**config.mk**
```make
export PLATFORM = sky130hd
export DESIGN_NAME = lae_ctrl
export DESIGN_NICKNAME = d
export VERILOG_FILES = /design/src/design/lae_pkg.sv /design/src/design/lae_ctrl.sv
export VERILOG_INCLUDE_DIRS = /design/src /design/src/design
export SDC_FILE = /design/constraint.sdc
export NUM_CORES = 1
export LEC_CHECK = 0
export ABC_AREA = 1
export BUFFER_PORTS_ARGS = -buffer_cell sky130_fd_sc_hd__clkbuf_2
export CORE_MARGIN = 2
export CORE_UTILIZATION = 36
export CTS_CLUSTER_DIAMETER = 200
export CTS_CLUSTER_SIZE = 10
export DETAILED_ROUTE_END_ITERATION = 8
export PLACE_DENSITY = 0.7
export SLEW_MARGIN = 20
export SYNTH_ARGS = -nofsm -noshare
export SYNTH_HDL_FRONTEND = slang
export SYNTH_SLANG_ARGS = --single-unit
export TNS_END_PERCENT = 10
```
**constraint.sdc**
```tcl
create_clock -name clk -period 2.6 [get_ports clk]
set_clock_uncertainty 0.05 [all_clocks]
set_input_delay 0.78 -clock clk [delete_from_list [all_inputs] [get_ports clk]]
set_output_delay 0.78 -clock clk [all_outputs]
set_load 0.01 [all_outputs]
```
**src/design/lattice_aggregation_engine_defines.svh**
```systemverilog
// ----------------------------------------------------------------------------
// Assertion macros for the lattice aggregation engine
// Shared property wrappers, clocked on clk and held off during reset.
// ----------------------------------------------------------------------------
`ifndef LATTICE_AGGREGATION_ENGINE_DEFINES_SVH
`define LATTICE_AGGREGATION_ENGINE_DEFINES_SVH

// Check a property at every clock edge outside reset.
`define LA_ASSERT(lbl, prop, msg) \
	lbl: assert property (@(posedge clk) disable iff (!arst_n) (prop)) else $error(msg);

// Check that a condition in one cycle implies another in the next cycle.
`define LA_ASSERT_NEXT(lbl, ante, cons, msg) \
	lbl: assert property (@(posedge clk) disable iff (!arst_n) (ante) |=> (cons)) \
		else $error(msg);

`endif

```
**src/design/lae_pkg.sv**
```systemverilog
// ----------------------------------------------------------------------------
// lae_pkg
// Constants, codes and controller/datapath interface types of the engine.
// ----------------------------------------------------------------------------
`default_nettype none

package lae_pkg;

	localparam int MAX_WALKERS = 1024;
	localparam int GRID_W      = 128;
	localparam int GRID_H      = 128;
	localparam int SLOT_W      = $clog2(MAX_WALKERS);
	localparam int CNT_W       = SLOT_W + 1;
	localparam int COL_W       = 7;
	localparam int ROW_W       = 7;
	localparam int CFG_W       = 8;
	localparam int CFG_IDX_W   = 1;
	localparam int IN_DATA_W   = 32;
	localparam int OUT_DATA_W  = 40;

	localparam logic [CFG_IDX_W-1:0] REG_GRID_WIDTH  = 1'b0;
	localparam logic [CFG_IDX_W-1:0] REG_GRID_HEIGHT = 1'b1;

	typedef enum logic [2:0] {
		CMD_CLEAR      = 3'd0,
		CMD_ADD_WALKER = 3'd1,
		CMD_ADD_SEED   = 3'd2,
		CMD_PASS       = 3'd3,
		CMD_MOVE       = 3'd4
	} cmd_t;

	localparam logic [1:0] STAT_OK   = 2'd0;
	localparam logic [1:0] STAT_FULL = 2'd1;
	localparam logic [1:0] STAT_BAD  = 2'd2;

	typedef enum logic [3:0] {
		ST_INIT,
		ST_IDLE,
		ST_CLEAR,
		ST_ADD,
		ST_SEED_RD,
		ST_SEED_WR,
		ST_P1_RD,
		ST_P1_ROW,
		ST_P1_MARK,
		ST_P2_RD,
		ST_P2_CHK,
		ST_P2_WR,
		ST_MV_RD,
		ST_MV_WR,
		ST_EMIT
	} state_t;

	typedef enum logic [4:0] {
		DP_NOP,
		DP_CAPTURE,
		DP_CLR_ROW,
		DP_ADD,
		DP_SEED_RD,
		DP_SEED_WR,
		DP_P1_RD,
		DP_P1_ROW,
		DP_P1_MARK,
		DP_P2_RD,
		DP_P2_MAP_RD,
		DP_P2_WR,
		DP_P2_SKIP,
		DP_MV_RD,
		DP_MV_WR,
		DP_EMIT
	} dp_op_t;

	typedef struct packed {
		dp_op_t op;
	} la_cmd_t;

	typedef struct packed {
		logic fill_zero;
		logic ptr_last;
		logic k_last;
		logic clr_last;
		logic stick;
	} la_stat_t;

endpackage

`default_nettype wire

```
**src/design/lae_ctrl.sv**
```systemverilog
// ----------------------------------------------------------------------------
// lae_ctrl
// Command sequencer: decodes requests and steps the datapath through them.
// ----------------------------------------------------------------------------
`default_nettype none

`include "lattice_aggregation_engine_defines.svh"

module lae_ctrl (
	input  wire                  clk,
	input  wire                  arst_n,
	input  wire                  s_tvalid,
	output logic                 s_tready,
	input  wire [2:0]            s_tuser,
	output logic                 m_tvalid,
	input  wire                  m_tready,
	input  lae_pkg::la_stat_t    stat,
	output lae_pkg::la_cmd_t     ctl
);

	lae_pkg::state_t state_q, state_d;
	logic            m_tvalid_q;
	logic            out_free;

	assign out_free = !m_tvalid_q || m_tready;

	always_ff @(posedge clk or negedge arst_n) begin
		if (!arst_n) begin
			state_q    <= lae_pkg::ST_INIT;
			m_tvalid_q <= 1'b0;
		end else begin
			state_q <= state_d;
			if (ctl.op == lae_pkg::DP_EMIT)
				m_tvalid_q <= 1'b1;
			else if (m_tready)
				m_tvalid_q <= 1'b0;
		end
	end

	always_comb begin
		state_d  = state_q;
		ctl.op   = lae_pkg::DP_NOP;
		s_tready = 1'b0;
		unique case (state_q)
			lae_pkg::ST_INIT: begin
				ctl.op = lae_pkg::DP_CLR_ROW;
				if (stat.clr_last)
					state_d = lae_pkg::ST_IDLE;
			end
			lae_pkg::ST_IDLE: begin
				s_tready = 1'b1;
				if (s_tvalid) begin
					ctl.op = lae_pkg::DP_CAPTURE;
					unique case (s_tuser)
						lae_pkg::CMD_CLEAR:      state_d = lae_pkg::ST_CLEAR;
						lae_pkg::CMD_ADD_WALKER: state_d = lae_pkg::ST_ADD;
						lae_pkg::CMD_ADD_SEED:   state_d = lae_pkg::ST_SEED_RD;
						lae_pkg::CMD_PASS:
							state_d = stat.fill_zero ? lae_pkg::ST_EMIT : lae_pkg::ST_P1_RD;
						lae_pkg::CMD_MOVE:       state_d = lae_pkg::ST_MV_RD;
						default:                 state_d = lae_pkg::ST_EMIT;
					endcase
				end
			end
			lae_pkg::ST_CLEAR: begin
				ctl.op = lae_pkg::DP_CLR_ROW;
				if (stat.clr_last)
					state_d = lae_pkg::ST_EMIT;
			end
			lae_pkg::ST_ADD: begin
				ctl.op  = lae_pkg::DP_ADD;
				state_d = lae_pkg::ST_EMIT;
			end
			lae_pkg::ST_SEED_RD: begin
				ctl.op  = lae_pkg::DP_SEED_RD;
				state_d = lae_pkg::ST_SEED_WR;
			end
			lae_pkg::ST_SEED_WR: begin
				ctl.op  = lae_pkg::DP_SEED_WR;
				state_d = lae_pkg::ST_EMIT;
			end
			lae_pkg::ST_P1_RD: begin
				ctl.op  = lae_pkg::DP_P1_RD;
				state_d = lae_pkg::ST_P1_ROW;
			end
			lae_pkg::ST_P1_ROW: begin
				ctl.op = lae_pkg::DP_P1_ROW;
				if (stat.k_last)
					state_d = lae_pkg::ST_P1_MARK;
			end
			lae_pkg::ST_P1_MARK: begin
				ctl.op  = lae_pkg::DP_P1_MARK;
				state_d = stat.ptr_last ? lae_pkg::ST_P2_RD : lae_pkg::ST_P1_RD;
			end
			lae_pkg::ST_P2_RD: begin
				ctl.op  = lae_pkg::DP_P2_RD;
				state_d = lae_pkg::ST_P2_CHK;
			end
			lae_pkg::ST_P2_CHK: begin
				if (stat.stick) begin
					ctl.op  = lae_pkg::DP_P2_MAP_RD;
					state_d = lae_pkg::ST_P2_WR;
				end else begin
					ctl.op  = lae_pkg::DP_P2_SKIP;
					state_d = stat.ptr_last ? lae_pkg::ST_EMIT : lae_pkg::ST_P2_RD;
				end
			end
			lae_pkg::ST_P2_WR: begin
				ctl.op  = lae_pkg::DP_P2_WR;
				state_d = stat.ptr_last ? lae_pkg::ST_EMIT : lae_pkg::ST_P2_RD;
			end
			lae_pkg::ST_MV_RD: begin
				ctl.op  = lae_pkg::DP_MV_RD;
				state_d = lae_pkg::ST_MV_WR;
			end
			lae_pkg::ST_MV_WR: begin
				ctl.op  = lae_pkg::DP_MV_WR;
				state_d = lae_pkg::ST_EMIT;
			end
			lae_pkg::ST_EMIT: begin
				if (out_free) begin
					ctl.op  = lae_pkg::DP_EMIT;
					state_d = lae_pkg::ST_IDLE;
				end
			end
			default: begin
				state_d = lae_pkg::ST_IDLE;
			end
		endcase
	end

	assign m_tvalid = m_tvalid_q;

	`LA_ASSERT_NEXT(a_one_at_a_time, s_tvalid && s_tready, !s_tready,
		"request accepted while another is in flight")
	`LA_ASSERT(a_emit_free, (ctl.op == lae_pkg::DP_EMIT) |-> (!m_tvalid || m_tready),
		"result overwrites one not yet taken")
	`LA_ASSERT_NEXT(a_emit_shows, ctl.op == lae_pkg::DP_EMIT, m_tvalid,
		"loaded result not presented")

endmodule

`default_nettype wire

```
# Word-level counts from Yosys, hierarchy flattened
# Cells that the tools add are included.
dict set report classes {
  n_bitwise 0
  mul 0
  order_cmp 0
  n_div 0
  n_eq_ne 24
  n_reduce_logical 8
  shift 0
  n_addsub 0
  mux 18
}
# cell n
set op_table {}
lappend op_table {{$pmux W4 S14} 1}
lappend op_table {{$pmux W4 S13} 1}
lappend op_table {{$mux W4} 8}
lappend op_table {{$eq A4 B4 Y1 const B} 7}
lappend op_table {{$pmux W4 S5} 1}
lappend op_table {{$eq A4 B3 Y1 const B} 4}
lappend op_table {{$ne A2 B2 Y1 const B} 5}
lappend op_table {{$mux W3} 3}
lappend op_table {{$eq A4 B2 Y1 const B} 2}
lappend op_table {{$eq A3 B2 Y1 const B} 2}
lappend op_table {{$eq A5 B4 Y1 const B} 1}
lappend op_table {{$reduce_and A5 Y1} 1}
lappend op_table {{$eq A4 B1 Y1 const B} 1}
lappend op_table {{$logic_not A4 Y1} 1}
lappend op_table {{$mux W1} 4}
lappend op_table {{$eq A3 B1 Y1 const B} 1}
lappend op_table {{$eq A3 B3 Y1 const B} 1}
lappend op_table {{$logic_not A3 Y1} 1}
lappend op_table {{$reduce_or A3 Y1} 1}
lappend op_table {{$reduce_bool A2 Y1} 1}
lappend op_table {{$reduce_or A2 Y1} 1}
lappend op_table {{$logic_not A1 Y1} 1}
lappend op_table {{$logic_or A1 B1 Y1} 1}
dict set report word_totals {
  ram_bits 0
  ff_bits 5
  latchBits 0
  romBits 0
  output_inout_bits 7
  in_bits 12
  mem_count 0
  wordCells 52
}

# Logic depth before layout (Yosys ltp)
# Gate-level depths: netlist of the first run.
dict set report logic_depth {
  word_depth 6
  ltp_mapped 10
  depth_no_buf 9
}

# Least setup slack after synthesis of the first run
# Ideal clock, no wire load.
dict set report synth_path {
  kind {input port to output port}
  from {input m_tready}
  to {output ctl[2] (netlist name)}
  setup_slack_ps 428
  required_ps 1770
  arrival_ps 1342
  path_buffers 0
  cell_stages 6
  cell_sequence {inv_1 -> nand2_1 -> nand3_1 -> nand2_1 -> a21oi_1 -> nand3_1}
}
# item line_no
set synth_lines {}
lappend synth_lines {{start: declaration} lae_ctrl.sv:16} ;# input wire m_tready,
lappend synth_lines {{end: declaration} lae_ctrl.sv:18} ;# output lae_pkg::la_cmd_t ctl

==> results.json, run 1 <==
{
  "status": "completed",
  "drc": 0,
  "setup_viol": 0,
  "setup_ws_ns": 0.179,
  "vias": 796,
  "setup_tns_ns": 0,
  "syn_area_um2": 689,
  "grt_usage": 0.170,
  "start_util": 0.391,
  "wire_per_inst_um": 10.4,
  "yosysUniqueCellTypes": 23,
  "dp_hpwl_um": 1480,
  "finalCriticalPeriod_ns": 2.42,
  "drive_gt1_frac": 0.268,
  "finalMaxSlewViolations": 0,
  "fin_area_um2": 817,
  "fmax_mhz": 413,
  "cts_hold_buf": 0,
  "dr.pass1.iters": 4,
  "leakage_uw": 0.000511,
  "routed_wl_um": 1730,
  "avgSynthCellArea_um2": 5.60,
  "fp.dieW_um": 47.8,
  "seq_area_frac_synth": 0.181,
  "peakVddDrop_v": 0.000443,
  "ys_warn_count": 0,
  "dp_slack_ns": 0.187,
  "hp-class": "in2async",
  "crit_type": "reg2out",
  "fp-row-count": 15,
  "grt_overflow_total": 0,
  "cts_setup_buffers": 0,
  "final_common_cell": "nand2_1",
  "area_growth_pct": 18.5,
  "fin_crit_sh": 0.931,
  "cts_max_level": 1,
  "grt_first_pass_wirelength_um": 2780,
  "power_density_nw_per_um2": 1260,
  "dp.cells": 163,
  "cts_made_buffers": 3,
  "final_util": 0.463,
  "detail-route-antenna-nets": 0,
  "core_area_um2": 1760,
  "first_iter_violations": 19,
  "final_cells": 167,
  "postSynthCellCount": 123,
  "insertion_delay_ns": 0.25,
  "max_stage_delay_ns": 0.45,
  "cts.sinks": 5,
  "num_antenna_cells": 0,
  "cp-start-kind": "flop",
  "syn_nets": 135,
  "arrival_ns": 1.59,
  "fp.dieH_um": 47.8,
  "vias_per_cell": 4.77,
  "place_congestion": 0.850,
  "place_area_um2": 791,
  "grt_max_degree": 9,
  "rsz0062_at_grt": "no",
  "mostFrequentLayoutCells": "46 x nand2_1, 17 x inv_1, 17 x clkbuf_2",
  "required_ns": 1.77,
  "ios": 19,
  "nets": 155,
  "root_buffer": "clkbuf_4",
  "cts_resized": 0,
  "numPortBuffers": 17,
  "cts_tree": "built",
  "crit_chain": "nand2_1 -> inv_1 -> nand3_1 -> nand2_1 -> a21oi_1 -> nand3_1 -> clkbuf_2",
  "clockBufferDepth": 2,
  "max_cap_viol_count": 0,
  "die-area_um2": 2280,
  "antenna_found_initial": 0,
  "reg2reg_depth": 7,
  "path_clk_slew_ns": 0.05,
  "endpoint_kind": "output pin",
  "path_max_fanout": 5,
  "ys_ff_latch": 5,
  "grt_pass1_vias": 703,
  "crit_path_top_delay_cell": "dfrtp_1",
  "hold_violations": 0
}
-- synthesized netlist by cell type, drive strengths merged --
cell type / count / area share
a21oi: 2 / 0.015
conb: 1 / 0.0054
nor2: 21 / 0.15
inv: 20 / 0.11
a22oi: 1 / 0.011
o2111ai: 2 / 0.025
nand2: 50 / 0.31
o21ai: 4 / 0.029
buf: 2 / 0.022
dfrtp: 5 / 0.18
nand3b: 2 / 0.027
nand3: 10 / 0.087
nor3: 3 / 0.029
-- cells by family after synthesis --
logic type      count (synthesis)  share of synthesized area
simple gates                   86                      0.599
flops                           5                      0.181
buf+inv                        22                      0.134
compound gates                  9                     0.0799
other cells                     1                    0.00544
-- cell type report --
| class | instances | area (um2) |
|---|---|---|
| clock buffer | 4 | 26.3 |
| fill | 188 | 947 |
| inverter | 20 | 77.6 |
| multi-input combinational | 96 | 472 |
| sequential | 5 | 125 |
| tap | 25 | 31.3 |
| timing repair buffer | 17 | 85.1 |
-- per-layer routing --
metal  track usage  part of all wire  vias up
met1         0.203              0.44      341
met2         0.317              0.49       34
met3        0.0151             0.056        2
li1              -                 -      419
met4        0.0541             0.011        0
met5             0                 0        -
-- where the power goes --
part | internal (uW) | switching [uW]
clock | 58.4 | 37.2
combinational | 256 | 475
sequential | 122 | 79.0
total | 436 | 591
-- worst max-delay path: cells and delay by family (launching register included) --
family | cells | cell delay (ns)
AOI/OAI and AO/OA | 1 | 0.15
DFF | 1 | 0.45
and+or+nand+nor | 4 | 0.50
buffers and inverters | 2 | 0.24
-- path summary, 6_finish.rpt --
| check | startpoint | endpoint | slack [ns] |
|---|---|---|---|
| max | state_q[2] | ctl[2] | 0.18 |
| min | arst_n | m_tvalid | 0.29 |
| max reg2reg | state_q[1] | state_q[0] | 1.14 |
| min reg2reg | m_tvalid | m_tvalid | 0.53 |
| max in group asynchronous | arst_n | state_q[0] | 2.06 |
| min in group clk | m_tvalid | m_tvalid | 0.53 |
-- stage by stage --
stage	hold WS, ns	total power [uW]
floorplan	0.434	740
global placement	0.490	918
detailed placement	0.524	927
CTS	0.291	1030
global route	0.288	1130
finish	0.290	1030
-- sequential cells by signal, summed over array words and instances, names as in the netlist --
signal	flops
state_q	4
m_tvalid	1
Note: power is estimated with default switching activity, not from simulation.
==> inputs of run 2 (changes only) <==
--- a/config.mk
+++ b/config.mk
@@ -7,13 +7,14 @@
 export NUM_CORES = 1
 export LEC_CHECK = 0
 export ABC_AREA = 1
-export BUFFER_PORTS_ARGS = -buffer_cell sky130_fd_sc_hd__clkbuf_2
 export CORE_MARGIN = 2
 export CORE_UTILIZATION = 36
 export CTS_CLUSTER_DIAMETER = 200
 export CTS_CLUSTER_SIZE = 10
 export DETAILED_ROUTE_END_ITERATION = 8
-export PLACE_DENSITY = 0.7
+export DONT_BUFFER_PORTS = 1
+export HOLD_SLACK_MARGIN = 0.15
+export PLACE_DENSITY_LB_ADDON = 0.25
 export SLEW_MARGIN = 20
 export SYNTH_ARGS = -nofsm -noshare
 export SYNTH_HDL_FRONTEND = slang
==> run 2 against run 1 <==
Compared with the run above: count of clock-buffer cells in the layout is the same; sequential power hardly changed; via count is 6.2% lower; maximum frequency rose by 2.5%; utilization fell by 4.8 points; largest power group unchanged; final cell count decreased by 10%.
==> results.json, run 2 (synthesized netlist as in run 1, its figures left out) <==
{
  "fp-row-count": 15,
  "cts_resized": 0,
  "num_antenna_cells": 0,
  "cts_max_level": 1,
  "peakVddDrop_v": 0.000426,
  "setup_viol": 0,
  "required_ns": 1.77,
  "drive_gt1_frac": 0.168,
  "grt_first_pass_wirelength_um": 2480,
  "insertion_delay_ns": 0.24,
  "fin_crit_sh": 0.909,
  "cts_tree": "built",
  "largest_register_ffs": 4,
  "ios": 19,
  "power_density_nw_per_um2": 1290,
  "n_fill_cell": 219,
  "root_buffer": "clkbuf_4",
  "dr.pass1.iters": 4,
  "cp-start-kind": "flop",
  "clockBufferDepth": 2,
  "path_clk_slew_ns": 0.04,
  "rsz0062_at_grt": "no",
  "status": "completed",
  "area_growth_pct": 6.17,
  "leakage_uw": 0.000439,
  "start_util": 0.391,
  "cts_setup_buffers": 0,
  "fmax_mhz": 423,
  "arrival_ns": 1.53,
  "die-area_um2": 2280,
  "fp.dieH_um": 47.8,
  "dp_hpwl_um": 1330,
  "crit_type": "reg2out",
  "drc": 0,
  "cts_hold_buf": 0,
  "use_met3": 0.0491,
  "hp-class": "in2async",
  "cts_made_buffers": 3,
  "grt_busiest_layer": "met2",
  "core_area_um2": 1760,
  "r2r_start": "state_q[1]",
  "numPortBuffers": 0,
  "fp.dieW_um": 47.8,
  "crit_start": "state_q[2]",
  "antenna_found_initial": 0,
  "grtUsageMet1": 0.205,
  "final_common_cell": "nand2_1",
  "regMostFlops": "state_q",
  "place_congestion": 0.915,
  "grt_max_degree": 9,
  "endpoint_kind": "output pin",
  "finalCriticalPeriod_ns": 2.36,
  "met2_usage": 0.245,
  "grt_usage": 0.157,
  "routed_wl_um": 1560,
  "wire_per_inst_um": 10.4,
  "finalMaxSlewViolations": 0,
  "path_max_fanout": 5,
  "detail-route-antenna-nets": 0,
  "hold_violations": 0,
  "cts.sinks": 5,
  "finalPower_uw": 946,
  "max_cap_viol_count": 0,
  "vias": 747,
  "mostFrequentLayoutCells": "46 x nand2_1, 17 x inv_1, 14 x nor2_1",
  "first_iter_violations": 15,
  "setup_tns_ns": 0,
  "grt_overflow_total": 0,
  "rrSetupSlack_ns": 1.09,
  "vias_per_cell": 4.98,
  "grt_pass1_vias": 623,
  "nets": 138
}
-- run 2: cell count changes in the layout (fill, tap and decap cells not counted) --
cell / change
clkbuf_2: -17
-- run 2: area by class of cell --
class	instances	area [um2]	share of cell area
inverter	20	77.6	0.106
multi-input combinational	96	472	0.644
sequential	5	125	0.171
clock buffer	4	26.3	0.0359
tap	25	31.3	0.0427
-- run 2: worst paths after layout --
check / end / cells past startpoint
min in group clk: m_tvalid / 2
max in group asynchronous: state_q[2] / 0
min reg2reg: m_tvalid / 2
max reg2reg: state_q[2] / 9
max: ctl[2] / 6
min: state_q[3] / 0
-- run 2: per-stage QoR --
step                      cells   util  instance area [um2]  setup WS [ns]  hold WS (ns)
after global placement      146  0.400                  706          0.352         0.434
after global routing        150  0.415                  732         0.0544         0.164
after CTS                   150  0.415                  732          0.243         0.177
after floorplan             123      -                  689          0.428         0.434
after detailed placement    146  0.400                  706          0.305         0.434
final                       150  0.415                  732          0.238         0.185
-- run 2: critical path: stages, from the launching register on --
cell	delay [ns]
dfrtp_1	0.45
nand2_1	0.18
inv_1	0.10
nand3_1	0.13
nand2_1	0.09
a21oi_1	0.18
nand3_1	0.16
-- run 2: per-layer routing --
layer,wire length [um],up-vias
met1,729,341
met3,90,2
met2,732,22
met5,0,-
met4,6,0
li1,-,382
-- run 2: power breakdown --
part / leakage, uW / switching (uW) / internal (uW)
Combinational: 0.000363 / 450 / 206
Sequential: 0.0000612 / 81.6 / 122
Clock: 0.0000150 / 28.7 / 57.8
Total: 0.000439 / 560 / 386
